<file path="config.mk">
export PLATFORM = sky130hd
export DESIGN_NAME = fcik_mul
export DESIGN_NICKNAME = d
export VERILOG_FILES = /design/src/fcik_pkg.sv /design/src/fcik_mul.sv
export SDC_FILE = /design/constraint.sdc
export NUM_CORES = 1
export LEC_CHECK = 0
export BUFFER_PORTS_ARGS = -buffer_cell sky130_fd_sc_hd__buf_2
export CAP_MARGIN = 0
export CORE_UTILIZATION = 45
export CTS_BUF_LIST = sky130_fd_sc_hd__clkbuf_8
export CTS_CLUSTER_SIZE = 30
export DETAILED_ROUTE_END_ITERATION = 7
export PLACE_DENSITY = 0.8
export SLEW_MARGIN = 20
export SYNTH_ARGS = -nofsm -noshare
export SYNTH_HDL_FRONTEND = slang
export SYNTH_SLANG_ARGS = --single-unit
</file>
<file path="constraint.sdc">
create_clock -name clk -period 3.1 [get_ports clk]
set_input_delay 0.31 -clock clk [delete_from_list [all_inputs] [get_ports clk]]
set_output_delay 0.31 -clock clk [all_outputs]
set_load 0.05 [all_outputs]
</file>
<file path="src/fcik_pkg.sv">
// shared types, widths, codes and fixed-point helpers for the fabrik chain solver
package fcik_pkg;

  localparam int MAX_JOINTS = 16;
  localparam int FRAC_BITS  = 16;
  localparam int DATA_W     = 32;
  localparam int LEN_W      = 31;
  localparam int JIDX_W     = 6;
  localparam int JW         = $clog2(MAX_JOINTS);
  localparam int CW         = $clog2(MAX_JOINTS + 1);
  localparam int DIR_W      = FRAC_BITS + 1;
  localparam int DIV_W      = DATA_W + FRAC_BITS;
  localparam int MUL_CNT_W  = $clog2(DATA_W);
  localparam int DIV_CNT_W  = $clog2(DIV_W);
  localparam int MIN_CHAIN  = 2;
  localparam int CFG_IDX_W  = 2;
  localparam int ITER_W     = 8;

  // configuration register indexes
  localparam logic [CFG_IDX_W-1:0] CFG_LENGTH_MODE = 2'd0;
  localparam logic [CFG_IDX_W-1:0] CFG_MAX_ITER    = 2'd1;
  localparam logic [CFG_IDX_W-1:0] CFG_THRESHOLD   = 2'd2;

  // operation codes
  localparam logic OP_LOAD  = 1'b0;
  localparam logic OP_SOLVE = 1'b1;

  typedef struct packed {
    logic                     operation;
    logic                     first_joint;
    logic signed [DATA_W-1:0] pos_x;
    logic signed [DATA_W-1:0] pos_y;
    logic signed [DATA_W-1:0] pos_z;
    logic [LEN_W-1:0]         segment_length;
  } in_item_t;

  typedef struct packed {
    logic [JIDX_W-1:0]        joint_index;
    logic signed [DATA_W-1:0] out_x;
    logic signed [DATA_W-1:0] out_y;
    logic signed [DATA_W-1:0] out_z;
    logic                     last_joint;
  } out_item_t;

  typedef struct packed {
    logic signed [DATA_W-1:0] x;
    logic signed [DATA_W-1:0] y;
    logic signed [DATA_W-1:0] z;
  } pos_t;

  typedef enum logic [1:0] {PH_LEN, PH_ERR, PH_FWD, PH_BWD} phase_t;

  typedef enum logic [4:0] {
    ST_IDLE, ST_THR, ST_RDA, ST_RDB, ST_DIF, ST_ERRD, ST_SQS, ST_SQW, ST_SQD,
    ST_SRW, ST_DVS, ST_DVW, ST_MLS, ST_MLW, ST_WR, ST_ROOT, ST_ITOP,
    ST_EMIT, ST_EMO
  } state_t;

  // b - a, clamped to the signed word range
  function automatic logic [DATA_W-1:0] sat_sub(input logic [DATA_W-1:0] b,
                                                input logic [DATA_W-1:0] a);
    logic [DATA_W:0] diff;
    diff = {b[DATA_W-1], b} - {a[DATA_W-1], a};
    if (diff[DATA_W] != diff[DATA_W-1])
      return diff[DATA_W] ? {1'b1, {(DATA_W-1){1'b0}}} : {1'b0, {(DATA_W-1){1'b1}}};
    return diff[DATA_W-1:0];
  endfunction

  // base +/- magnitude, clamped to the signed word range
  function automatic logic [DATA_W-1:0] sat_add(input logic [DATA_W-1:0] base,
                                                input logic [DATA_W-1:0] mag,
                                                input logic neg);
    logic [DATA_W+1:0] bx, mx, r;
    bx = {{2{base[DATA_W-1]}}, base};
    mx = {2'b00, mag};
    r  = neg ? bx - mx : bx + mx;
    if (r[DATA_W+1] && (r[DATA_W:DATA_W-1] != 2'b11))
      return {1'b1, {(DATA_W-1){1'b0}}};
    if (!r[DATA_W+1] && (r[DATA_W:DATA_W-1] != 2'b00))
      return {1'b0, {(DATA_W-1){1'b1}}};
    return r[DATA_W-1:0];
  endfunction

  function automatic logic [DATA_W-1:0] mag32(input logic [DATA_W-1:0] v);
    return v[DATA_W-1] ? (~v + 1'b1) : v;
  endfunction

  function automatic logic [DATA_W-1:0] pos_pick(input pos_t p, input logic [1:0] c);
    logic [DATA_W-1:0] v;
    case (c)
      2'd0:    v = p.x;
      2'd1:    v = p.y;
      default: v = p.z;
    endcase
    return v;
  endfunction

endpackage

</file>
<file path="src/fcik_mul.sv">
// bit-serial unsigned shift-add multiplier, one multiplier bit per cycle
module fcik_mul (
  input  logic                           clk,
  input  logic                           rst_n,
  input  logic                           start,
  input  logic [fcik_pkg::DATA_W-1:0]    a,
  input  logic [fcik_pkg::DATA_W-1:0]    b,
  output logic                           done,
  output logic [2*fcik_pkg::DATA_W-1:0]  prod
);

  logic                              run_r, run_nxt, done_r, done_nxt;
  logic [fcik_pkg::MUL_CNT_W-1:0]    cnt_r, cnt_nxt;
  logic [fcik_pkg::DATA_W-1:0]       a_r, hi_r, lo_r;
  logic [fcik_pkg::DATA_W:0]         sum;

  // conditional add of the multiplicand into the upper half
  assign sum  = {1'b0, hi_r} + (lo_r[0] ? {1'b0, a_r} : '0);
  assign prod = {hi_r, lo_r};
  assign done = done_r;

  // step control
  always_comb begin
    run_nxt  = run_r;
    cnt_nxt  = cnt_r;
    done_nxt = 1'b0;
    if (run_r) begin
      cnt_nxt = cnt_r + 1'b1;
      if (cnt_r == {fcik_pkg::MUL_CNT_W{1'b1}}) begin
        run_nxt  = 1'b0;
        done_nxt = 1'b1;
      end
    end else if (start) begin
      run_nxt = 1'b1;
      cnt_nxt = '0;
    end
  end

  always_ff @(posedge clk) begin
    if (!rst_n) begin
      run_r  <= 1'b0;
      done_r <= 1'b0;
      cnt_r  <= '0;
    end else begin
      run_r  <= run_nxt;
      done_r <= done_nxt;
      cnt_r  <= cnt_nxt;
    end
  end

  // product shift register
  always_ff @(posedge clk) begin
    if (!run_r && start) begin
      a_r  <= a;
      hi_r <= '0;
      lo_r <= b;
    end else if (run_r) begin
      hi_r <= sum[fcik_pkg::DATA_W:1];
      lo_r <= {sum[0], lo_r[fcik_pkg::DATA_W-1:1]};
    end
  end

endmodule

</file>
Word-level counts from Yosys, hierarchy flattened
Index checks and enable logic that the tools add are counted.
Storage, ports and cells
  output and inout bits: 65
  input bits: 67
  flip-flop bits (word level): 103
Cells by class
  add/sub/neg operators: 2
  equality and inequality tests: 1
  multiplexer cells: 9
  reduce and logical (&&, ||, !) cells: 5
Operator list (number)
  $mux 32: 3
  $add 32x32->33: 1
  $mux 5: 2
  $add 5x1->5 const B: 1
  $eq 5x5->1 const B: 1
  $mux 1: 4
  $reduce_bool 2->1: 2
  $reduce_and 2->1: 1
  $logic_and 1x1->1: 1
  $logic_not 1->1: 1

Depth between registers and ports, before layout
  word-level depth: 4
  depth in mapped cells: 11
  gate-level depth less buffers: 10

Worst setup path after synthesis
No wires, ideal clock.
  path type: reg2reg
  from: reg lo_r[0] (netlist bit)
  to: reg hi_r[25] (netlist bit)
  arrival: 2898 ps
  path slack: 85 ps
  clock period less this slack: 3015 ps
  library setup time: 117 ps
  path buffers: 0
  cell stages (with the launch flop): 11
  required time: 2983 ps
  cell sequence: edfxtp_1 -> and2_1 -> ha_1 -> fa_1 -> a21o_1 -> a31oi_1 -> o21ba_2 -> a211o_2 -> a31oi_1 -> or4_1 -> a32o_1
On the way
  longest elaborated chain between the ends: 2
Ends and longest elaborated chain
  start, declared: RTL line fcik_mul.sv:14  | logic [fcik_pkg::DATA_W-1:0] a_r, hi_r, lo_r;
  start signal, assigned: RTL line fcik_mul.sv:59  | lo_r <= {sum[0], lo_r[fcik_pkg::DATA_W-1:1]};
  $mux 32: RTL line fcik_mul.sv:18  | assign sum = {1'b0, hi_r} + (lo_r[0] ? {1'b0, a_r} : '0);
  $add 32x32->33: RTL line fcik_mul.sv:18
  end signal, assigned: RTL line fcik_mul.sv:58  | hi_r <= sum[fcik_pkg::DATA_W:1];
  end, declared: RTL line fcik_mul.sv:14
No other way between the ends.
A chain may end at the register's enable or synchronous reset.

Worst setup path in the final report
  from: reg lo_r[0] (netlist bit)
  to: reg hi_r[31] (netlist bit)
Same word-level chain as after synthesis.

==> impl_metrics.tcl <==
set metrics [dict create \
    status "finished, final reports clean" \
    antenna_cells 0 \
    p_leak_nw 2.91 \
    hold_viol_final 0 \
    cts-root-buf "clkbuf_8" \
    ys_ff_latch 103 \
    syn_nets 610 \
    ioPinCount 132 \
    crit_path_start_kind "register" \
    fp.dieArea_mm2 0.0129 \
    p_int_mw 2.53 \
    h-tree-depth 3 \
    drt-vias-per-instance 5.45 \
    cts_made_buffers 9 \
    gr-total-overflow 0 \
    critical_path_arrival_ps 3250 \
    dpl.hpwl_um 9180 \
    syn_area_per_cell_um2 11.0 \
    fin_util 0.548 \
    switchingPower_mw 1.78 \
    grt_pass1_wl_um 20900 \
    worstMarginPinSlew_ps 592 \
    endpoint_kind "register" \
    pwr-share-seq 0.415 \
    synth_ff_type "edfxtp_1" \
    syn_to_final_growth_pct 18.5 \
    final_cell_mix "buf_2, edfxtp_1, dfxtp_1, a21oi_1, and2_1" \
    cts_buffer_depth 2 \
    grt_pass1_vias 4386 \
    syn_area_mm2 0.00558 \
    max_freq_mhz 339 \
    cap_violations 0 \
    power.density_mw_per_mm2 651 \
    fin_crit_sh 0.951 \
    drtIter0Drc 246 \
    p_comb_frac 0.401 \
    postPlaceCellArea_mm2 0.00643 \
    nFillCells 1046 \
    die_height_um 113 \
    crit_type "reg2reg" \
    final_nets 738 \
    holdBufCountCts 0 \
    p_clk_frac 0.184 \
    routed_wl_um 12500 \
    core_area_mm2 0.0121 \
    ir_worst_vdd_v 0.000373 \
    cts.clk_slew.worst_paths_ps 100 \
    synth.yosys.warnings 0 \
    cts_tree "built" \
    first_pass_iters 5 \
    crit_fanout 17 \
    syn_inst 508 \
    cp.required_ps 3410 \
    dieWidth_um 113 \
    layout-drive-gt1-share 0.301 \
    slew_headroom 0.605 \
    totalPowerFinal_mw 4.31 \
    drc 0 \
    final_common_cell "buf_2" \
    final_antenna_net_count 0 \
    setup_violations 0 \
    std_cell_rows 40 \
    grt_usage 0.203 \
    swShare 0.413 \
    start_util 0.463 \
    fin_skew_ps 16.5 \
    slew_violations 0 \
    antenna_found_initial 0 \
    yosysUniqueCellTypes 49 \
    async_reset_ff_frac 0 \
    final_cell_area_mm2 0.00662 \
    io_buffers 131 \
    vias 4412 \
    critical_path.max_stage_delay_ps 420 \
    fin_setup_tns_ps 0 \
    clk_latency_ps 390 \
    wl_per_cell_um 15.5 \
    grt_max_degree 47 \
    cts_sinks 103 \
    synth_edf_count 64 \
    path_cells "buf_4, and2_1, ha_1, a21o_1, a31oi_1, o21ba_2, a211o_2, buf_4, a41oi_1, nand3_1, a41oi_1" \
    slowest_stage "edfxtp_1" \
    fin_crit_ps 2950 \
    hold_path.class "in2reg" \
    seq_area_frac_synth 0.484 \
    rsz0062_at_grt "false" \
    gp_congestion 0.894 \
]
-- per-layer routing --
| layer | GRT usage | share of wire | vias up |
|---|---|---|---|
| li1 | - | - | 2158 |
| met1 | 0.257 | 0.43 | 2064 |
| met2 | 0.335 | 0.47 | 168 |
| met3 | 0.0643 | 0.076 | 22 |
| met4 | 0.0561 | 0.015 | 0 |
| met5 | 0 | 0 | - |
-- registers in the layout (all words and copies together), names as in the netlist --
name	flops
hi_r	32
run_r	1
done	1
lo_r	32
a_r	32
cnt_r	5
-- cell families after synthesis --
| logic type | synth area share |
|---|---|
| compound gates | 0.173 |
| xor+xnor | 0.0487 |
| fa+ha+maj | 0.0798 |
| buf+inv | 0.0211 |
| flops | 0.484 |
| mux | 0.0646 |
| simple gates | 0.129 |
-- through the flow --
step / std cells / worst slack, ps / hold WS, ps
floorplan: 508 / 84.6 / 409
global placement: 793 / 253 / 488
detailed placement: 793 / 217 / 488
CTS: 809 / 198 / 71.9
global route: 809 / 1.07 / 68.4
finish: 809 / 153 / 89.6
-- power by group through the flow --
stage	registers (mW)	logic (mW)	clock network, mW
3_5_place_dp	1.82	1.72	0
5_1_grt	1.82	1.86	0.868
3_3_place_gp	1.81	1.69	0
2_1_floorplan	2.34	0.798	0
6_report	1.79	1.73	0.792
4_1_cts	1.79	1.72	0.818
-- synth_stat cells, drive strengths merged, types with 2 or more instances --
cell     count  area (um2)
o21ai       32         160
nor3b        7        52.6
a21oi       37         185
and3         9        56.3
a22o        22         193
edfxtp      64        1920
a2111oi      2        17.5
o21bai       2        15.0
nor3         3        15.0
clkbuf      17        63.8
a21o        14         105
ha          34         425
o211ai       4        30.0
a211o        2        18.8
and2        34         213
xor2        15         131
inv          7        26.3
dfxtp       39         781
a31oi        7        43.8
nand3        8        40.0
nor2        13        48.8
a32o         2        20.0
nand4        7        43.8
o21a         8        60.1
buf          6        27.5
nand2b       6        37.5
mux2        32         360
a41oi        2        17.5
a21boi       3        22.5
nand2       30         113
xnor2       16         140
nor2b        9        56.3
nand3b       2        15.0
-- worst max-delay path: cells and delay by family (launching register included) --
kind            cells  cell delay (ps)
compound gates      6             1460
fa+ha+maj           1              350
flops               1              420
buf+inv             2              350
simple gates        2              280
-- final cells by class --
cell class / count / area (um2) / share of cell area
flip-flops and latches: 103 / 2700 / 0.409
clock buffers: 9 / 124 / 0.0187
clock inverters: 7 / 56.3 / 0.00851
repair buffers: 140 / 723 / 0.109
multi-input cells: 375 / 2770 / 0.419
inverters: 7 / 26.3 / 0.00397
well taps: 168 / 210 / 0.0318
-- final timing paths --
| check | from | to | slack, ps | cells past startpoint |
|---|---|---|---|---|
| setup / recovery | lo_r[0] | hi_r[31] | 150 | 11 |
| hold / removal | a[29] | a_r[29] | 90 | 1 |
| setup reg to reg | lo_r[0] | hi_r[31] | 150 | 11 |
| hold reg to reg | hi_r[29] | hi_r[29] | 500 | 2 |
-- timing repair --
action | in CTS | in global routing
endpoints found under the setup margin | 0 | 1
resized for setup | 0 | 2
endpoints found under the hold margin | 0 | 0
setup buffers | 0 | 0
(Power assumes the default switching activity.)
