[src/fcik_pkg.sv]
// shared types, widths, codes and fixed-point helpers for the fabrik chain solver
package fcik_pkg;

  localparam int MAX_JOINTS = 16;
  localparam int FRAC_BITS  = 16;
  localparam int DATA_W     = 32;
  localparam int LEN_W      = 31;
  localparam int JIDX_W     = 6;
  localparam int JW         = $clog2(MAX_JOINTS);
  localparam int CW         = $clog2(MAX_JOINTS + 1);
  localparam int DIR_W      = FRAC_BITS + 1;
  localparam int DIV_W      = DATA_W + FRAC_BITS;
  localparam int MUL_CNT_W  = $clog2(DATA_W);
  localparam int DIV_CNT_W  = $clog2(DIV_W);
  localparam int MIN_CHAIN  = 2;
  localparam int CFG_IDX_W  = 2;
  localparam int ITER_W     = 8;

  // configuration register indexes
  localparam logic [CFG_IDX_W-1:0] CFG_LENGTH_MODE = 2'd0;
  localparam logic [CFG_IDX_W-1:0] CFG_MAX_ITER    = 2'd1;
  localparam logic [CFG_IDX_W-1:0] CFG_THRESHOLD   = 2'd2;

  // operation codes
  localparam logic OP_LOAD  = 1'b0;
  localparam logic OP_SOLVE = 1'b1;

  typedef struct packed {
    logic                     operation;
    logic                     first_joint;
    logic signed [DATA_W-1:0] pos_x;
    logic signed [DATA_W-1:0] pos_y;
    logic signed [DATA_W-1:0] pos_z;
    logic [LEN_W-1:0]         segment_length;
  } in_item_t;

  typedef struct packed {
    logic [JIDX_W-1:0]        joint_index;
    logic signed [DATA_W-1:0] out_x;
    logic signed [DATA_W-1:0] out_y;
    logic signed [DATA_W-1:0] out_z;
    logic                     last_joint;
  } out_item_t;

  typedef struct packed {
    logic signed [DATA_W-1:0] x;
    logic signed [DATA_W-1:0] y;
    logic signed [DATA_W-1:0] z;
  } pos_t;

  typedef enum logic [1:0] {PH_LEN, PH_ERR, PH_FWD, PH_BWD} phase_t;

  typedef enum logic [4:0] {
    ST_IDLE, ST_THR, ST_RDA, ST_RDB, ST_DIF, ST_ERRD, ST_SQS, ST_SQW, ST_SQD,
    ST_SRW, ST_DVS, ST_DVW, ST_MLS, ST_MLW, ST_WR, ST_ROOT, ST_ITOP,
    ST_EMIT, ST_EMO
  } state_t;

  // b - a, clamped to the signed word range
  function automatic logic [DATA_W-1:0] sat_sub(input logic [DATA_W-1:0] b,
                                                input logic [DATA_W-1:0] a);
    logic [DATA_W:0] diff;
    diff = {b[DATA_W-1], b} - {a[DATA_W-1], a};
    if (diff[DATA_W] != diff[DATA_W-1])
      return diff[DATA_W] ? {1'b1, {(DATA_W-1){1'b0}}} : {1'b0, {(DATA_W-1){1'b1}}};
    return diff[DATA_W-1:0];
  endfunction

  // base +/- magnitude, clamped to the signed word range
  function automatic logic [DATA_W-1:0] sat_add(input logic [DATA_W-1:0] base,
                                                input logic [DATA_W-1:0] mag,
                                                input logic neg);
    logic [DATA_W+1:0] bx, mx, r;
    bx = {{2{base[DATA_W-1]}}, base};
    mx = {2'b00, mag};
    r  = neg ? bx - mx : bx + mx;
    if (r[DATA_W+1] && (r[DATA_W:DATA_W-1] != 2'b11))
      return {1'b1, {(DATA_W-1){1'b0}}};
    if (!r[DATA_W+1] && (r[DATA_W:DATA_W-1] != 2'b00))
      return {1'b0, {(DATA_W-1){1'b1}}};
    return r[DATA_W-1:0];
  endfunction

  function automatic logic [DATA_W-1:0] mag32(input logic [DATA_W-1:0] v);
    return v[DATA_W-1] ? (~v + 1'b1) : v;
  endfunction

  function automatic logic [DATA_W-1:0] pos_pick(input pos_t p, input logic [1:0] c);
    logic [DATA_W-1:0] v;
    case (c)
      2'd0:    v = p.x;
      2'd1:    v = p.y;
      default: v = p.z;
    endcase
    return v;
  endfunction

endpackage

[src/fcik_div.sv]
// bit-serial restoring divider, one quotient bit per cycle
module fcik_div (
  input  logic                         clk,
  input  logic                         rst_n,
  input  logic                         start,
  input  logic [fcik_pkg::DIV_W-1:0]   dividend,
  input  logic [fcik_pkg::DATA_W-1:0]  divisor,
  output logic                         done,
  output logic [fcik_pkg::DIV_W-1:0]   quotient
);

  logic                              run_r, run_nxt, done_r, done_nxt;
  logic [fcik_pkg::DIV_CNT_W-1:0]    cnt_r, cnt_nxt;
  logic [fcik_pkg::DIV_W-1:0]        q_r;
  logic [fcik_pkg::DATA_W-1:0]       dv_r, rem_r;
  logic [fcik_pkg::DATA_W:0]         rem_sh;

  assign rem_sh   = {rem_r, q_r[fcik_pkg::DIV_W-1]};
  assign quotient = q_r;
  assign done     = done_r;

  always_comb begin
    run_nxt  = run_r;
    cnt_nxt  = cnt_r;
    done_nxt = 1'b0;
    if (run_r) begin
      cnt_nxt = cnt_r + 1'b1;
      if (cnt_r == fcik_pkg::DIV_CNT_W'(fcik_pkg::DIV_W - 1)) begin
        run_nxt  = 1'b0;
        done_nxt = 1'b1;
      end
    end else if (start) begin
      run_nxt = 1'b1;
      cnt_nxt = '0;
    end
  end

  always_ff @(posedge clk) begin
    if (!rst_n) begin
      run_r  <= 1'b0;
      done_r <= 1'b0;
      cnt_r  <= '0;
    end else begin
      run_r  <= run_nxt;
      done_r <= done_nxt;
      cnt_r  <= cnt_nxt;
    end
  end

  // quotient bits shift in where dividend bits shift out
  always_ff @(posedge clk) begin
    if (!run_r && start) begin
      q_r   <= dividend;
      dv_r  <= divisor;
      rem_r <= '0;
    end else if (run_r) begin
      if (rem_sh >= {1'b0, dv_r}) begin
        rem_r <= fcik_pkg::DATA_W'(rem_sh - {1'b0, dv_r});
        q_r   <= {q_r[fcik_pkg::DIV_W-2:0], 1'b1};
      end else begin
        rem_r <= rem_sh[fcik_pkg::DATA_W-1:0];
        q_r   <= {q_r[fcik_pkg::DIV_W-2:0], 1'b0};
      end
    end
  end

endmodule

[config.mk]
export PLATFORM = sky130hd
export DESIGN_NAME = fcik_div
export DESIGN_NICKNAME = d
export VERILOG_FILES = /design/src/fcik_pkg.sv /design/src/fcik_div.sv
export SDC_FILE = /design/constraint.sdc
export NUM_CORES = 1
export LEC_CHECK = 0
export ABC_AREA = 1
export ABC_CLOCK_PERIOD_IN_PS = 8250
export BUFFER_PORTS_ARGS = -buffer_cell sky130_fd_sc_hd__clkbuf_2
export CAP_MARGIN = 20
export CORE_UTILIZATION = 25
export DETAILED_ROUTE_END_ITERATION = 12
export PLACE_DENSITY = 0.38
export SYNTH_ARGS = -nofsm -noshare
export SYNTH_HDL_FRONTEND = slang
export SYNTH_SLANG_ARGS = --single-unit
[constraint.sdc]
create_clock -name clk -period 8.25 [get_ports clk]
set_input_delay 0.4125 -clock clk [delete_from_list [all_inputs] [get_ports clk]]
set_output_delay 0.4125 -clock clk [all_outputs]
set_load 0.01 [all_outputs]
; After elaboration in Yosys (flattened, before gate mapping)
; Index checks and enable logic that the tools add are counted.
[classes]
n_addsub = 2
magnitude_cmp = 1
eq_ne = 1
n_mux = 10
n_reduce_logical = 5
[ops]
columns = cell, count
row1 = 48-bit two-way mux, 2
row2 = 33-bit by 32-bit greater-or-equal comparator with 1-bit output, 1
row3 = 32-bit two-way mux, 1
row4 = 32-bit subtractor, 1
row5 = 6-bit two-way mux, 2
row6 = "6-bit by 1-bit adder with 6-bit output, second input constant", 1
row7 = "6-bit == test, second input constant", 1
row8 = 1-bit two-way mux, 5
row9 = 2-bit nonzero test, 2
row10 = 2-bit AND reduction, 1
row11 = 1-bit logical AND, 1
row12 = 1-bit logical NOT, 1
[totals]
register_bits = 120
in_bits = 83
out_inout_bits = 49
word_cells = 25

; Longest topological paths before layout
[depth]
ltp_word = 4
depth_mapped = 17
mapped_depth_nobuf = 16

; Worst setup path before layout
; Ideal clock, no wire load.
[synth_path]
path_type = register -> register
start = register run_r
end = register q_r (netlist bit quotient[0]), enable pin
setup_ns = 0.432
arrival_ns = 2.185
t_required_ns = 7.818
path_slack_ns = 5.633
path_stages_with_launch = 5
n_path_buf = 2
period_less_slack_ns = 2.617
path_cell_list = dfxtp_1 -> buf_2 -> nor2_1 -> inv_1 -> clkbuf_1
[synth_via]
elab_chain_len = 3
[synth_lines]
columns = element, line
row1 = "start, declared", fcik_div.sv:12  ; logic run_r, run_nxt, done_r, done_nxt;
row2 = "start signal, assigned", fcik_div.sv:44  ; run_r <= run_nxt;
row3 = 1-bit logical NOT, fcik_div.sv:52  ; if (!run_r && start) begin
row4 = 1-bit logical AND, fcik_div.sv:52
row5 = 2-bit nonzero test (no source line) *, -
row6 = "end signal, assigned", fcik_div.sv:53  ; q_r <= dividend;
row7 = "end signal, assigned", fcik_div.sv:59  ; q_r <= {q_r[fcik_pkg::DIV_W-2:0], 1'b1};
row8 = "end signal, assigned", fcik_div.sv:62  ; q_r <= {q_r[fcik_pkg::DIV_W-2:0], 1'b0};
row9 = "end, declared", fcik_div.sv:14  ; logic [fcik_pkg::DIV_W-1:0] q_r;
; Mark *: on every way between the ends. The rest lies on a longest branch, timed or not.
; A chain may end at the register's enable or synchronous reset.

; Final worst setup path
[layout_path]
start = register dv_r[20] (netlist bit)
end = register rem_r[20] (netlist bit)
[layout_via]
elab_chain_len = 2
word_cells_on_any_way = 3
classes_between = 1 x add/sub / 1 x order compare / 1 x mux
[layout_lines]
columns = element, line
row1 = "start, declared", fcik_div.sv:15  ; logic [fcik_pkg::DATA_W-1:0] dv_r, rem_r;
row2 = "start signal, assigned", fcik_div.sv:54  ; dv_r <= divisor;
row3 = 32-bit subtractor / 33-bit by 32-bit greater-or-equal comparator with 1-bit output (equally long branches), "fcik_div.sv:58, fcik_div.sv:57"
row4 = 32-bit two-way mux *, fcik_div.sv:57  ; if (rem_sh >= {1'b0, dv_r}) begin
row5 = "end signal, assigned", fcik_div.sv:58  ; rem_r <= fcik_pkg::DATA_W'(rem_sh - {1'b0, dv_r});
row6 = "end signal, assigned", fcik_div.sv:61  ; rem_r <= rem_sh[fcik_pkg::DATA_W-1:0];
row7 = "end, declared", fcik_div.sv:15
; Marked as above.

==> metrics.csv <==
metric,value,unit
outcome,"finished, final reports clean",
htree depth,4,
Placed Area,8520,um2
PwrDens,243,nW/um2
multi-input logic area,3460,um2
Rows,63,
vias in the first global route,6958,
Routability Congestion,0.848,
Final setup viols,0,
Fin. Hold Viols,0,
Critical Path RT,8.62,ns
antenna violations before repair,0,
Yosys cell types,37,
die height,175,um
Critical Path End Type,flip-flop,
WL final,22.0,mm
cts hold-fix bufs,0,
Worst-path clk slew,0.07,ns
drt wl/cell,13.9,um
Max Cap Viol,0,
crit path kind,reg -> reg,
Cells after Synth,1059,
# diodes,0,
finished layout cell area,9120,um2
crit share post-route,0.373,
crit path DAT,3.44,ns
clock sinks,120,
Synth area leaders,"edfxtp_1 32%, nand2_1 23%, dfxtp_1 11%",
post-cts gate resize count,0,
first-pass GRT wire length,36.5,mm
post-DR vias/cell,4.24,
core area,29600,um2
post-synth top area share,0.321,
Num CTS Buffers,17,
maximum VDD drop,0.134,mV
die footprint,30700,um2
# IOs,132,
number of I/O port buffers,131,
DRT iter0 DRCs,381,
Crit Path Max Fanout,34,
share of cells above drive strength 1,0.156,
total grt overflow,0,
largest net degree at the start of global routing,61,
CTS tree,yes,
RSZ-0062 raised after global routing,false,
register area share after synthesis,0.427,
DR pass1 iterations,5,
#FFs+latches synth,120,
post-CTS setup repair buffer count,0,
Clock Skew,0.0178,ns
Post-DP HPWL,16.0,mm
post-route minimum period,3.07,ns
Util after Layout,0.309,
fmax,0.325,GHz
register area,3200,um2
Pleak,4.81,nW
Fillers,3294,
Post-Syn Area,7490,um2
max-slew violation count,0,
critical path launch point type,flip-flop,
Die X,175,um
Ys Warns,0,
Post-route DRC,0,
Layout Nets,1304,
Tightest Pin Transition,1.02,ns
worst hold path type,in -> reg,
"Area growth, synth to finish",21.7,%
Max-Slew Margin vs Limit,0.321,
Clock Tree Root,clkbuf_16,
Skew-Pair Late Insertion Delay,0.44,ns
DR vias,6742,
Non-Filler Instances,1590,
r2r setup slk,5.18,ns
Initial Util,0.254,
Tot GR Track Use,0.152,
Mapped Avg Cell Area,7.08,um2
"area leader, netlist",edfxtp_1,
post-route ant nets,0,
DP Cell Count,1557,
setup_tns,0,ns
Syn Nets,1176,
CTS max path bufs,2,
-- cells by family after synthesis --
kind of cell,synth area share
DFF,0.427
buffers and inverters,0.111
adders and majority gates,0.0578
and+or+nand+nor,0.350
xor gates and xnor gates,0.0164
AOI/OAI and AO/OA,0.0377
-- worst paths after layout --
check,startpoint,endpoint,depth (start not counted)
max,dv_r[20],rem_r[20],15
min,divisor[27],dv_r[27],1
max reg2reg,dv_r[20],rem_r[20],15
min reg2reg,rem_r[10],rem_r[10],2
-- cell type report --
class / instances / area share
tap: 390 / 0.0535
clock inverter: 15 / 0.0166
clock buffer: 17 / 0.0466
inverter: 184 / 0.0759
timing repair buffer: 135 / 0.0766
sequential: 120 / 0.351
multi-input combinational: 729 / 0.379
-- metrics by stage --
stage | power [W] | hold slack (ns) | worst slack (ns)
global route | 0.00239 | 0.135 | 4.77
detailed placement | 0.00148 | 0.460 | 4.42
floorplan | 0.00129 | 0.443 | 5.63
global placement | 0.00148 | 0.463 | 4.47
finish | 0.00222 | 0.152 | 5.18
CTS | 0.00225 | 0.131 | 4.41
-- metal layers --
metal | global-route usage | wire, um | vias to the layer above
li1 | - | - | 3552
met1 | 0.188 | 10400 | 3041
met2 | 0.252 | 9970 | 131
met3 | 0.0505 | 1380 | 18
met4 | 0.0377 | 257 | 0
met5 | 0 | 0 | -
-- critical path, stage by stage, from the launching register on --
cell	delay (ns)
edfxtp_1	0.33
inv_1	0.05
ha_1	0.39
nand2_1	0.11
nand2_1	0.09
inv_1	0.09
nand2_1	0.08
nand2_1	0.07
nand2_1	0.06
nand2_1	0.07
nand2_1	0.08
nor2_4	0.77
nand2_4	0.43
nand2_1	0.21
nand3_1	0.09
nand2_1	0.09
-- flip-flops by register name, summed over array words and instances (netlist names) --
register and cells:
cnt_r 6, quotient 48, rem_r 32, dv_r 32
run_r 1, done 1
-- cells in the mapped netlist --
cell type	instances
nand2_1	457
nand2_2	4
a21oi_1	26
dfxtp_1	40
buf_6	4
nand2_4	2
nor2_4	2
o21bai_1	3
nor2_2	5
nand3b_1	15
a31oi_1	1
nor3_1	6
a22oi_1	1
clkbuf_1	13
o22ai_1	1
nand3_1	78
xor2_1	1
nand3_2	1
o21ai_0	7
o21a_1	2
inv_2	2
and2_1	3
inv_1	182
o21ai_1	9
nor4_1	2
ha_1	33
buf_1	1
xnor2_1	13
buf_4	2
nand4_1	8
nor2_1	45
edfxtp_1	80
buf_2	6
nor3_2	1
fa_1	1
o31ai_1	1
o211ai_1	1
-- cells in the final DEF (no fill, tap or decap), drive strengths merged --
cell,n
o21a,2
o22ai,1
clkbuf,148
o21ai,16
and2,3
xnor2,13
xor2,1
nand4,8
a21oi,26
o211ai,1
clkinvlp,2
nor4,2
a22oi,1
inv,193
buf,4
fa,1
o31ai,1
nand3,79
nor2,52
edfxtp,80
clkinv,4
nand3b,15
dfxtp,40
o21bai,3
a31oi,1
nand2,463
nor3,7
ha,33
-- power breakdown --
part / switching, W / internal, W
Clock: 0.000351 / 0.000403
Sequential: 0.0000500 / 0.000733
Combinational: 0.000438 / 0.000243
Total: 0.000838 / 0.00138
No activity file was read; power rests on OpenSTA's default activity.
