### src/fcik_pkg.sv
// shared types, widths, codes and fixed-point helpers for the fabrik chain solver
package fcik_pkg;

  localparam int MAX_JOINTS = 16;
  localparam int FRAC_BITS  = 16;
  localparam int DATA_W     = 32;
  localparam int LEN_W      = 31;
  localparam int JIDX_W     = 6;
  localparam int JW         = $clog2(MAX_JOINTS);
  localparam int CW         = $clog2(MAX_JOINTS + 1);
  localparam int DIR_W      = FRAC_BITS + 1;
  localparam int DIV_W      = DATA_W + FRAC_BITS;
  localparam int MUL_CNT_W  = $clog2(DATA_W);
  localparam int DIV_CNT_W  = $clog2(DIV_W);
  localparam int MIN_CHAIN  = 2;
  localparam int CFG_IDX_W  = 2;
  localparam int ITER_W     = 8;

  // configuration register indexes
  localparam logic [CFG_IDX_W-1:0] CFG_LENGTH_MODE = 2'd0;
  localparam logic [CFG_IDX_W-1:0] CFG_MAX_ITER    = 2'd1;
  localparam logic [CFG_IDX_W-1:0] CFG_THRESHOLD   = 2'd2;

  // operation codes
  localparam logic OP_LOAD  = 1'b0;
  localparam logic OP_SOLVE = 1'b1;

  typedef struct packed {
    logic                     operation;
    logic                     first_joint;
    logic signed [DATA_W-1:0] pos_x;
    logic signed [DATA_W-1:0] pos_y;
    logic signed [DATA_W-1:0] pos_z;
    logic [LEN_W-1:0]         segment_length;
  } in_item_t;

  typedef struct packed {
    logic [JIDX_W-1:0]        joint_index;
    logic signed [DATA_W-1:0] out_x;
    logic signed [DATA_W-1:0] out_y;
    logic signed [DATA_W-1:0] out_z;
    logic                     last_joint;
  } out_item_t;

  typedef struct packed {
    logic signed [DATA_W-1:0] x;
    logic signed [DATA_W-1:0] y;
    logic signed [DATA_W-1:0] z;
  } pos_t;

  typedef enum logic [1:0] {PH_LEN, PH_ERR, PH_FWD, PH_BWD} phase_t;

  typedef enum logic [4:0] {
    ST_IDLE, ST_THR, ST_RDA, ST_RDB, ST_DIF, ST_ERRD, ST_SQS, ST_SQW, ST_SQD,
    ST_SRW, ST_DVS, ST_DVW, ST_MLS, ST_MLW, ST_WR, ST_ROOT, ST_ITOP,
    ST_EMIT, ST_EMO
  } state_t;

  // b - a, clamped to the signed word range
  function automatic logic [DATA_W-1:0] sat_sub(input logic [DATA_W-1:0] b,
                                                input logic [DATA_W-1:0] a);
    logic [DATA_W:0] diff;
    diff = {b[DATA_W-1], b} - {a[DATA_W-1], a};
    if (diff[DATA_W] != diff[DATA_W-1])
      return diff[DATA_W] ? {1'b1, {(DATA_W-1){1'b0}}} : {1'b0, {(DATA_W-1){1'b1}}};
    return diff[DATA_W-1:0];
  endfunction

  // base +/- magnitude, clamped to the signed word range
  function automatic logic [DATA_W-1:0] sat_add(input logic [DATA_W-1:0] base,
                                                input logic [DATA_W-1:0] mag,
                                                input logic neg);
    logic [DATA_W+1:0] bx, mx, r;
    bx = {{2{base[DATA_W-1]}}, base};
    mx = {2'b00, mag};
    r  = neg ? bx - mx : bx + mx;
    if (r[DATA_W+1] && (r[DATA_W:DATA_W-1] != 2'b11))
      return {1'b1, {(DATA_W-1){1'b0}}};
    if (!r[DATA_W+1] && (r[DATA_W:DATA_W-1] != 2'b00))
      return {1'b0, {(DATA_W-1){1'b1}}};
    return r[DATA_W-1:0];
  endfunction

  function automatic logic [DATA_W-1:0] mag32(input logic [DATA_W-1:0] v);
    return v[DATA_W-1] ? (~v + 1'b1) : v;
  endfunction

  function automatic logic [DATA_W-1:0] pos_pick(input pos_t p, input logic [1:0] c);
    logic [DATA_W-1:0] v;
    case (c)
      2'd0:    v = p.x;
      2'd1:    v = p.y;
      default: v = p.z;
    endcase
    return v;
  endfunction

endpackage

### src/fcik_sqrt.sv
// digit-serial integer square root, two radicand bits per cycle
module fcik_sqrt (
  input  logic                           clk,
  input  logic                           rst_n,
  input  logic                           start,
  input  logic [2*fcik_pkg::DATA_W-1:0]  radicand,
  output logic                           done,
  output logic [fcik_pkg::DATA_W-1:0]    root
);

  localparam int RW = fcik_pkg::DATA_W + 3;

  logic                              run_r, run_nxt, done_r, done_nxt;
  logic [fcik_pkg::MUL_CNT_W-1:0]    cnt_r, cnt_nxt;
  logic [2*fcik_pkg::DATA_W-1:0]     v_r;
  logic [RW-1:0]                     rem_r, rem_sh, trial;
  logic [fcik_pkg::DATA_W-1:0]       root_r;

  // trial subtraction of 4*root+1
  assign rem_sh = {rem_r[RW-3:0], v_r[2*fcik_pkg::DATA_W-1 -: 2]};
  assign trial  = {1'b0, root_r, 2'b01};
  assign root   = root_r;
  assign done   = done_r;

  always_comb begin
    run_nxt  = run_r;
    cnt_nxt  = cnt_r;
    done_nxt = 1'b0;
    if (run_r) begin
      cnt_nxt = cnt_r + 1'b1;
      if (cnt_r == {fcik_pkg::MUL_CNT_W{1'b1}}) begin
        run_nxt  = 1'b0;
        done_nxt = 1'b1;
      end
    end else if (start) begin
      run_nxt = 1'b1;
      cnt_nxt = '0;
    end
  end

  always_ff @(posedge clk) begin
    if (!rst_n) begin
      run_r  <= 1'b0;
      done_r <= 1'b0;
      cnt_r  <= '0;
    end else begin
      run_r  <= run_nxt;
      done_r <= done_nxt;
      cnt_r  <= cnt_nxt;
    end
  end

  // remainder, root and radicand shift
  always_ff @(posedge clk) begin
    if (!run_r && start) begin
      v_r    <= radicand;
      rem_r  <= '0;
      root_r <= '0;
    end else if (run_r) begin
      v_r <= {v_r[2*fcik_pkg::DATA_W-3:0], 2'b00};
      if (rem_sh >= trial) begin
        rem_r  <= rem_sh - trial;
        root_r <= {root_r[fcik_pkg::DATA_W-2:0], 1'b1};
      end else begin
        rem_r  <= rem_sh;
        root_r <= {root_r[fcik_pkg::DATA_W-2:0], 1'b0};
      end
    end
  end

endmodule

### config.mk
export PLATFORM = sky130hd
export DESIGN_NAME = fcik_sqrt
export DESIGN_NICKNAME = d
export VERILOG_FILES = /design/src/fcik_pkg.sv /design/src/fcik_sqrt.sv
export SDC_FILE = /design/constraint.sdc
export NUM_CORES = 1
export LEC_CHECK = 0
export BUFFER_PORTS_ARGS = -buffer_cell sky130_fd_sc_hd__buf_2
export CAP_MARGIN = 20
export CORE_ASPECT_RATIO = 0.6
export CORE_MARGIN = 4
export CORE_UTILIZATION = 55
export DETAILED_ROUTE_END_ITERATION = 8
export PLACE_DENSITY = 0.85
export SLEW_MARGIN = 20
export SYNTH_ARGS = -nofsm -noshare
export SYNTH_HDL_FRONTEND = slang
export SYNTH_SLANG_ARGS = --single-unit
### constraint.sdc
create_clock -name clk -period 3.35 [get_ports clk]
set_clock_uncertainty 0.05 [all_clocks]
set_input_delay 0.67 -clock clk [delete_from_list [all_inputs] [get_ports clk]]
set_output_delay 0.67 -clock clk [all_outputs]
set_load 0.01 [all_outputs]
* Yosys cells after proc, flatten, opt, wreduce, memory -nomap -nowiden
Index checks and enable logic that the tools add are counted.
** Cells by class
- Multiplexer cells :: 10
- Equality and inequality tests :: 1
- Add/sub/neg operators :: 2
- Reductions and logical operators :: 5
- Order comparisons :: 1
** Operators with widths (count)
- two-way mux 64 bit :: 2
- greater-or-equal comparator 35 x 34 -> 1 bit :: 1
- two-way mux 33 bit :: 1
- subtractor 33 bit :: 1
- two-way mux 5 bit :: 2
- adder 5 x 1 -> 5 bit, second input constant :: 1
- == test 5 bit, second input constant :: 1
- two-way mux 1 bit :: 5
- nonzero test 2 bit :: 2
- AND reduction 2 bit :: 1
- logical AND 1 bit :: 1
- logical NOT 1 bit :: 1
** Storage, ports and cells
- Flip-flop bits (word level) :: 136
- Word-level logic and storage cells :: 25
- Output and inout port bits :: 33

* Longest topological paths before layout
Gate-level depths: netlist (run 1).
- Word-level depth :: 3
- Mapped depth :: 15

* Worst setup path before layout (run 1)
No wires, ideal clock.
- Path type :: reg2reg
- Start :: register root_r (netlist bit root[0])
- End :: register rem_r[28]
- Cell stages (with the launch flop) :: 13
- Period minus slack after synthesis :: 2934 ps
- Data arrival time :: 2805 ps
- Data required time :: 3221 ps
- Slack :: 416 ps
- Cell sequence :: dfxtp_1 inv_1 ha_1 nor2b_1 o21a_1 a311o_2 a31oi_4 o31ai_4 a31o_4 nand2_1 a31o_2 mux2_2 o211ai_1
** On the way
- Longest elaborated chain between the ends :: 2
- Elaborated cells between the ends (all ways) :: 3
** RTL lines
- start, declared :: line fcik_sqrt.sv:17 : logic [fcik_pkg::DATA_W-1:0] root_r;
- start signal, assigned :: line fcik_sqrt.sv:63 : root_r <= {root_r[fcik_pkg::DATA_W-2:0], 1'b1};
- start signal, assigned :: line fcik_sqrt.sv:66 : root_r <= {root_r[fcik_pkg::DATA_W-2:0], 1'b0};
- subtractor 33 bit / greater-or-equal comparator 35 x 34 -> 1 bit (equally long branches) :: line fcik_sqrt.sv:62, fcik_sqrt.sv:61
- two-way mux 33 bit * :: line fcik_sqrt.sv:61 : if (rem_sh >= trial) begin
- end signal, assigned :: line fcik_sqrt.sv:62 : rem_r <= rem_sh - trial;
- end signal, assigned :: line fcik_sqrt.sv:65 : rem_r <= rem_sh;
- end, declared :: line fcik_sqrt.sv:16 : logic [RW-1:0] rem_r, rem_sh, trial;
Mark *: on every way between the ends. The rest lies on a longest branch, timed or not.
A chain may end at the register's enable or synchronous reset.

* Worst setup path after layout (run 1)
- Start :: register root_r (netlist bit root[2])
- End :: register rem_r[3]
** On the way
- Longest elaborated chain between the ends :: 2
** RTL lines (line)
- greater-or-equal comparator 35 x 34 -> 1 bit :: fcik_sqrt.sv:61
- two-way mux 33 bit :: fcik_sqrt.sv:61
No other way between the ends.

==> results of run 1 <==
-- worst paths after layout --
| kind | startpoint | endpoint | slack, ns |
|---|---|---|---|
| setup / recovery | root[2] | rem_r[3] | 0.15 |
| hold / removal | root[18] | root[19] | 0.42 |
| setup reg to reg | root[2] | rem_r[3] | 0.15 |
| hold reg to reg | root[18] | root[19] | 0.42 |
-- metrics by stage --
step	hold slack [ns]	setup slack, ns
2_1_floorplan	0.3900	0.4162
3_3_place_gp	0.4070	0.2648
3_5_place_dp	0.4157	0.1576
4_1_cts	0.4303	0.1100
5_1_grt	0.4532	0.001448
6_report	0.4245	0.1487
-- sequential cells by signal, indices dropped and copies added, names as in the netlist --
register and flops:
v_r 64, rem_r 33, cnt_r 5, root 32
run_r 1, done 1
-- Yosys cell counts, drive strengths merged, types with 2 or more instances --
| cell type | count |
|---|---|
| nand2 | 83 |
| dfxtp | 72 |
| edfxtp | 64 |
| mux2 | 64 |
| o21ai | 46 |
| inv | 44 |
| a21oi | 40 |
| ha | 36 |
| clkbuf | 34 |
| o31ai | 32 |
| a22o | 22 |
| nor2 | 19 |
| xnor2 | 15 |
| xor2 | 15 |
| a21o | 14 |
| buf | 13 |
| nand3 | 10 |
| a31oi | 9 |
| nand4 | 9 |
| a32oi | 8 |
| nor3 | 8 |
| a211oi | 5 |
| nand2b | 5 |
| nor2b | 4 |
| a21boi | 3 |
| a41oi | 3 |
| and3 | 3 |
| o21bai | 3 |
| a31o | 2 |
| and2 | 2 |
| nand3b | 2 |
| nor3b | 2 |
| o2111ai | 2 |
| o211ai | 2 |
| o221ai | 2 |
-- kinds of logic (layout without fill, tap and decap cells) --
group	Yosys count	after routing
and+or+nand+nor	150	150
muxes	64	64
adders and majority gates	36	36
DFF	136	136
xor gates and xnor gates	30	30
buffers and inverters	91	190
AOI/OAI and AO/OA	200	200
-- routing by layer --
| metal | global-route usage [%] | vias up | part of all wire [%] |
|---|---|---|---|
| met5 | 0 | - | 0 |
| met4 | 6.523 | 0 | 1.4 |
| met3 | 6.035 | 25 | 6.5 |
| met2 | 31.52 | 175 | 43 |
| met1 | 34.07 | 2726 | 50 |
| li1 | - | 2771 | - |
-- cells in the final DEF (no fill, tap or decap), types with 10 or more instances in the layout --
cell,instances
buf_2,99
nand2_1,83
dfxtp_1,71
edfxtp_1,64
mux2_2,63
inv_1,43
a21oi_1,40
o21ai_0,40
ha_1,36
o31ai_1,31
a22o_1,22
nor2_1,17
clkbuf_16,17
xor2_1,15
xnor2_1,15
a21o_1,13
buf_4,12
nand3_1,10
-- worst register-to-register path: stages, from the launching register on --
cell	delay (ns)
dfxtp_1	0.34
inv_1	0.06
ha_1	0.39
a21oi_1	0.25
nand3_1	0.18
a21oi_1	0.17
a21boi_0	0.18
a31oi_1	0.34
o21ai_2	0.14
a31oi_4	0.34
buf_6	0.28
o21ai_0	0.16
a22o_1	0.20
-- power groups by stage --
stage / clock, mW / combinational (mW) / sequential [mW]
finish: 1.96 / 3.44 / 2.19
global route: 2.06 / 3.77 / 2.21
CTS: 1.98 / 3.34 / 2.19
detailed placement: 0 / 3.29 / 2.22
global placement: 0 / 3.21 / 2.21
floorplan: 0 / 2.62 / 2.16
-- cell type report --
| type | count | area [um^2] |
|---|---|---|
| Clock inverter | 15 | 192.7 |
| Multi-Input combinational cell | 480 | 3518 |
| Clock buffer | 17 | 425.4 |
| Tap cell | 170 | 212.7 |
| Inverter | 44 | 165.2 |
| Fill cell | 991 | 4334 |
| Timing Repair Buffer | 114 | 636.9 |
| Sequential cell | 136 | 3367 |
-- what timing repair did --
| item | in CTS | in global routing |
|---|---|---|
| gates resized for setup | 0 | 2 |
| hold buffers | 0 | 0 |
| setup endpoints to repair | 0 | 22 |
==> flow_summary.yaml, run 1 <==
placement:
  place_area_um2: 7893
  numPortBuffers: 99
  post-place-cells: 944
  place_congestion: 0.9820
  hpwl_um: 11930
synthesis:
  synthCells: 707
  synth_xor_area_share_pct: 3.637
  yosys-top-cells-area: "edfxtp_1 (27%), dfxtp_1 (20%), mux2_2 (9.8%), ha_1 (6.2%), nand2_1 (4.3%)"
  synth_seq_cells: 136
  synthSimpleGateAreaFrac_pct: 9.214
  ys_seq_area_share_pct: 46.55
  synth_edf_count: 64
  synth_top_area_share_pct: 26.60
  muxShareOfSynthArea_pct: 10.03
  async_reset_ff_share_pct: 0
  ys_warn_count: 0
  synth_fa_ha_area_share_pct: 6.235
  synth.net_count: 810
  synth_top_family_by_area: "compound AO/OA/AOI/OAI gates"
  synth_compound_area_share_pct: 19.19
  post_synth_num_cell_types: 57
  syn_area_per_cell_um2: 10.22
  yosysTopAreaCell: "edfxtp_1"
  synthFlopType: "dfxtp_1"
  synth_area_um2: 7224
sta:
  worstMarginPinSlew_ns: 0.6970
  rsz0062_at_grt: "false"
  final_hold_viol_count: 0
  fin_crit_sh_pct: 95.56
  setup_violations: 0
  maxSlewViolCount: 0
  max_freq_ghz: 0.3124
  relSlewSlack_pct: 53.54
  period_minus_slack_ns: 3.201
  setup_tns_ns: 0
run:
  cap_violations: 0
worst_hold_path:
  hold_depth: 2
  hold_path.class: "reg2reg"
cts:
  clock_latency_ns: 0.42
  path_clk_slew_ns: 0.07
  root_buffer: "clkbuf_16"
  cts_tree: "done"
  postCtsSetupBuffers: 0
  cts_buffers: 17
  cts_buffer_depth: 2
  h-tree-depth: 4
  cts.sinks: 136
grt:
  antenna_found_initial: 0
  gr-total-overflow: 0
  track_usage_pct: 22.54
  grt_pass1_wl_um: 27580
  grt_pass1_vias: 5434
  grt_max_degree: 69
worst_setup_path:
  r2r_cells: 12
  worstPathCellList: "inv_1, ha_1, a21oi_1, nand3_1, a21oi_1, a21boi_0, a31oi_1, o21ai_2, a31oi_4, buf_6, o21ai_0, a22o_1"
  crit_family: "compound AO/OA/AOI/OAI gates"
  cp_common_cell: "a21oi_1"
  crit_fanout: 31
  critical_path_class: "reg2reg"
  arrival_ns: 3.47
  path_depth: 12
  critPathRequiredTime_ns: 3.61
  crit_path_start_kind: "flip-flop"
  crit_slowest_cell: "ha_1"
  cp_num_buf_inv: 2
  cp-end-kind: "flip-flop"
  cp_slowest_stage_delay_ns: 0.39
detailed_routing:
  drt_iter0_markers: 486
  ant_nets: 0
  drt-total-wl_um: 16890
  post_drt_wl_per_cell_um: 17.31
  drtPass1Iterations: 7
  drc_errors: 0
  viasPerCell: 5.837
  vias: 5697
power:
  switching_share_pct: 39.06
  p_seq_share_pct: 28.9
  ir_worst_vdd_mv: 0.4003
  p_leak_nw: 3.484
  power_mw: 7.589
  pwr-share-comb_pct: 45.3
  clock_power_share_pct: 25.8
  powerDensity_nw_per_um2: 891.0
  p_switching_mw: 2.965
  p_int_mw: 4.625
layout:
  nets: 896
  drive_gt1_share_pct: 28.04
  final_cells: 976
  fin_area_um2: 8518
  area_delta_synth_final_pct: 17.91
  diodes: 0
  final_util_pct: 66.28
die:
  io_pins: 100
  die-height_um: 96.78
  die_x_um: 156.0
  coreArea_um2: 12850
  design.die.area_um2: 15090
  num_rows: 32
  start_util_pct: 56.21
outcome:
  status: "complete, no violations"
No activity file was read; power rests on OpenSTA's default activity.
==> inputs of run 2 (changes only) <==
--- a/config.mk
+++ b/config.mk
@@ -9,9 +9,9 @@
 export CAP_MARGIN = 20
 export CORE_ASPECT_RATIO = 0.6
 export CORE_MARGIN = 4
-export CORE_UTILIZATION = 55
+export CORE_UTILIZATION = 30
 export DETAILED_ROUTE_END_ITERATION = 8
-export PLACE_DENSITY = 0.85
+export PLACE_DENSITY = 0.55
 export SLEW_MARGIN = 20
 export SYNTH_ARGS = -nofsm -noshare
 export SYNTH_HDL_FRONTEND = slang
==> flow_summary.yaml, run 2 (synthesized netlist as in run 1, its figures left out) <==
outcome:
  status: "complete, no violations"
placement:
  place_congestion: 0.8739
  hpwl_um: 12620
  post-place-cells: 1091
  numPortBuffers: 99
  place_worst_setup_slack_ns: 0.2722
worst_setup_path:
  crit_family: "compound AO/OA/AOI/OAI gates"
  arrival_ns: 3.42
  crit_path_start_kind: "flip-flop"
  worstPathCellList: "inv_1, ha_1, a21oi_1, nor2b_1, a311o_2, a31oi_4, o31ai_4, a31o_4, nand2_1, a31o_2, mux2_2, o211ai_1"
  critPathRequiredTime_ns: 3.64
  crit_fanout: 6
  critical_path_class: "reg2reg"
  cp_num_buf_inv: 1
  cp_slowest_stage_delay_ns: 0.41
  r2r_slack_ns: 0.22
  cp-end-kind: "flip-flop"
  critPathLaunch: "root[2]"
  r2r_start: "root[2]"
  crit_slowest_cell: "a311o_2"
die:
  design.die.area_um2: 26710
  coreArea_um2: 23400
  die_x_um: 208.3
  io_pins: 100
  die-height_um: 128.2
  start_util_pct: 30.87
  num_rows: 43
grt:
  grt_pass1_vias: 5337
  grt_max_degree: 73
  gr-total-overflow: 0
  track_usage_pct: 13.76
  antenna_found_initial: 2
  grt_pass1_wl_um: 29580
detailed_routing:
  drt-total-wl_um: 17980
  drc_errors: 0
  ant_nets: 0
  drtPass1Iterations: 5
  viasPerCell: 4.850
  drt_iter0_markers: 434
  vias: 5451
  post_drt_wl_per_cell_um: 15.99
sta:
  maxSlewViolCount: 0
  fin_crit_sh_pct: 93.53
  max_freq_ghz: 0.3192
  relSlewSlack_pct: 49.38
  rsz0062_at_grt: "false"
  setup_violations: 0
  hold_ws_ns: 0.4260
  worstMarginPinSlew_ns: 0.7594
  setup_tns_ns: 0
  setup_ws_ns: 0.2169
  period_minus_slack_ns: 3.133
  final_hold_viol_count: 0
layout:
  final_common_cell: "buf_2"
  drive_gt1_share_pct: 28.22
  n_fill_cell: 2399
  area_delta_synth_final_pct: 19.88
  final_util_pct: 37.01
  largest_reg_flops: 64
  final_cell_mix: "buf_2 (99), nand2_1 (83), dfxtp_1 (71), edfxtp_1 (64), mux2_2 (63)"
  final_cells: 1124
  nets: 898
  top_register: "v_r"
power:
  p_leak_nw: 3.458
  ir_worst_vdd_mv: 0.4120
  powerDensity_nw_per_um2: 857.2
worst_hold_path:
  hold_path.class: "reg2reg"
  hp-start: "root[20]"
cts:
  cts_buffers: 17
  path_clk_slew_ns: 0.06
  cts.sinks: 136
  cts_tree: "done"
  h-tree-depth: 4
  cts_hold_buf: 0
  root_buffer: "clkbuf_16"
  clock_latency_ns: 0.42
  cts_buffer_depth: 2
run:
  cap_violations: 0
run 2: cell count changes in the layout (fill, tap and decap cells not counted), moves of 2 or more:
| cell | before | now |
|---|---|---|
| clkbuf_8 | 0 | 2 |
| inv_6 | 5 | 1 |
| clkinvlp_4 | 1 | 4 |
| a21oi_2 | 0 | 2 |
| buf_4 | 12 | 15 |
| a21oi_1 | 40 | 38 |
| clkinv_2 | 0 | 4 |
| inv_8 | 5 | 0 |
run 2: per-layer routing:
layer	routed length (um)	part of all wire, %	vias to the layer above	track usage (%)
met2	6733	37	106	17.44
li1	-	-	2773	-
met5	26	0.14	-	0
met1	10050	56	2555	21.90
met3	1045	5.8	13	4.231
met4	116	0.65	4	3.589
run 2: path summary, 6_finish.rpt:
check / endpoint / cells after the start
setup reg to reg: rem_r[28] / 12
setup / recovery: rem_r[28] / 12
hold / removal: root[21] / 2
hold reg to reg: root[21] / 2
run 2: cell type report:
type | count | area [um^2] | area share, %
Multi-Input combinational cell | 480 | 3526 | 40.71
Sequential cell | 136 | 3367 | 38.88
Timing Repair Buffer | 116 | 648.1 | 7.483
Clock buffer | 20 | 456.7 | 5.273
Tap cell | 315 | 394.1 | 4.551
Inverter | 44 | 165.2 | 1.907
Clock inverter | 12 | 101.3 | 1.170
Antenna cell | 1 | 2.502 | 0.02889
run 2: worst min-delay path, cell delays in order, from the launching register on:
cell     delay [ns]
dfxtp_1        0.34
nand2_1        0.06
o31ai_1        0.05
run 2: timing repair:
action / in CTS / in global routing
buffers inserted: 0 / 0
endpoints found under the hold margin: 0 / 0
setup endpoints to repair: 0 / 28
resized for setup: 0 / 5
run 2: metrics by stage:
step	total power, mW	cell area, um^2
after floorplan	4.776	7224
after CTS	7.427	8647
after global routing	7.991	8658
final	7.424	8661
after global placement	5.586	8089
after detailed placement	5.577	8089
run 2: power breakdown:
| group | internal [mW] | switching [mW] | total, mW | leakage (nW) |
|---|---|---|---|---|
| Combinational | 1.50 | 1.94 | 3.44 | 1.96 |
| Clock | 1.05 | 0.740 | 1.80 | 0.266 |
| Sequential | 2.02 | 0.168 | 2.19 | 1.23 |
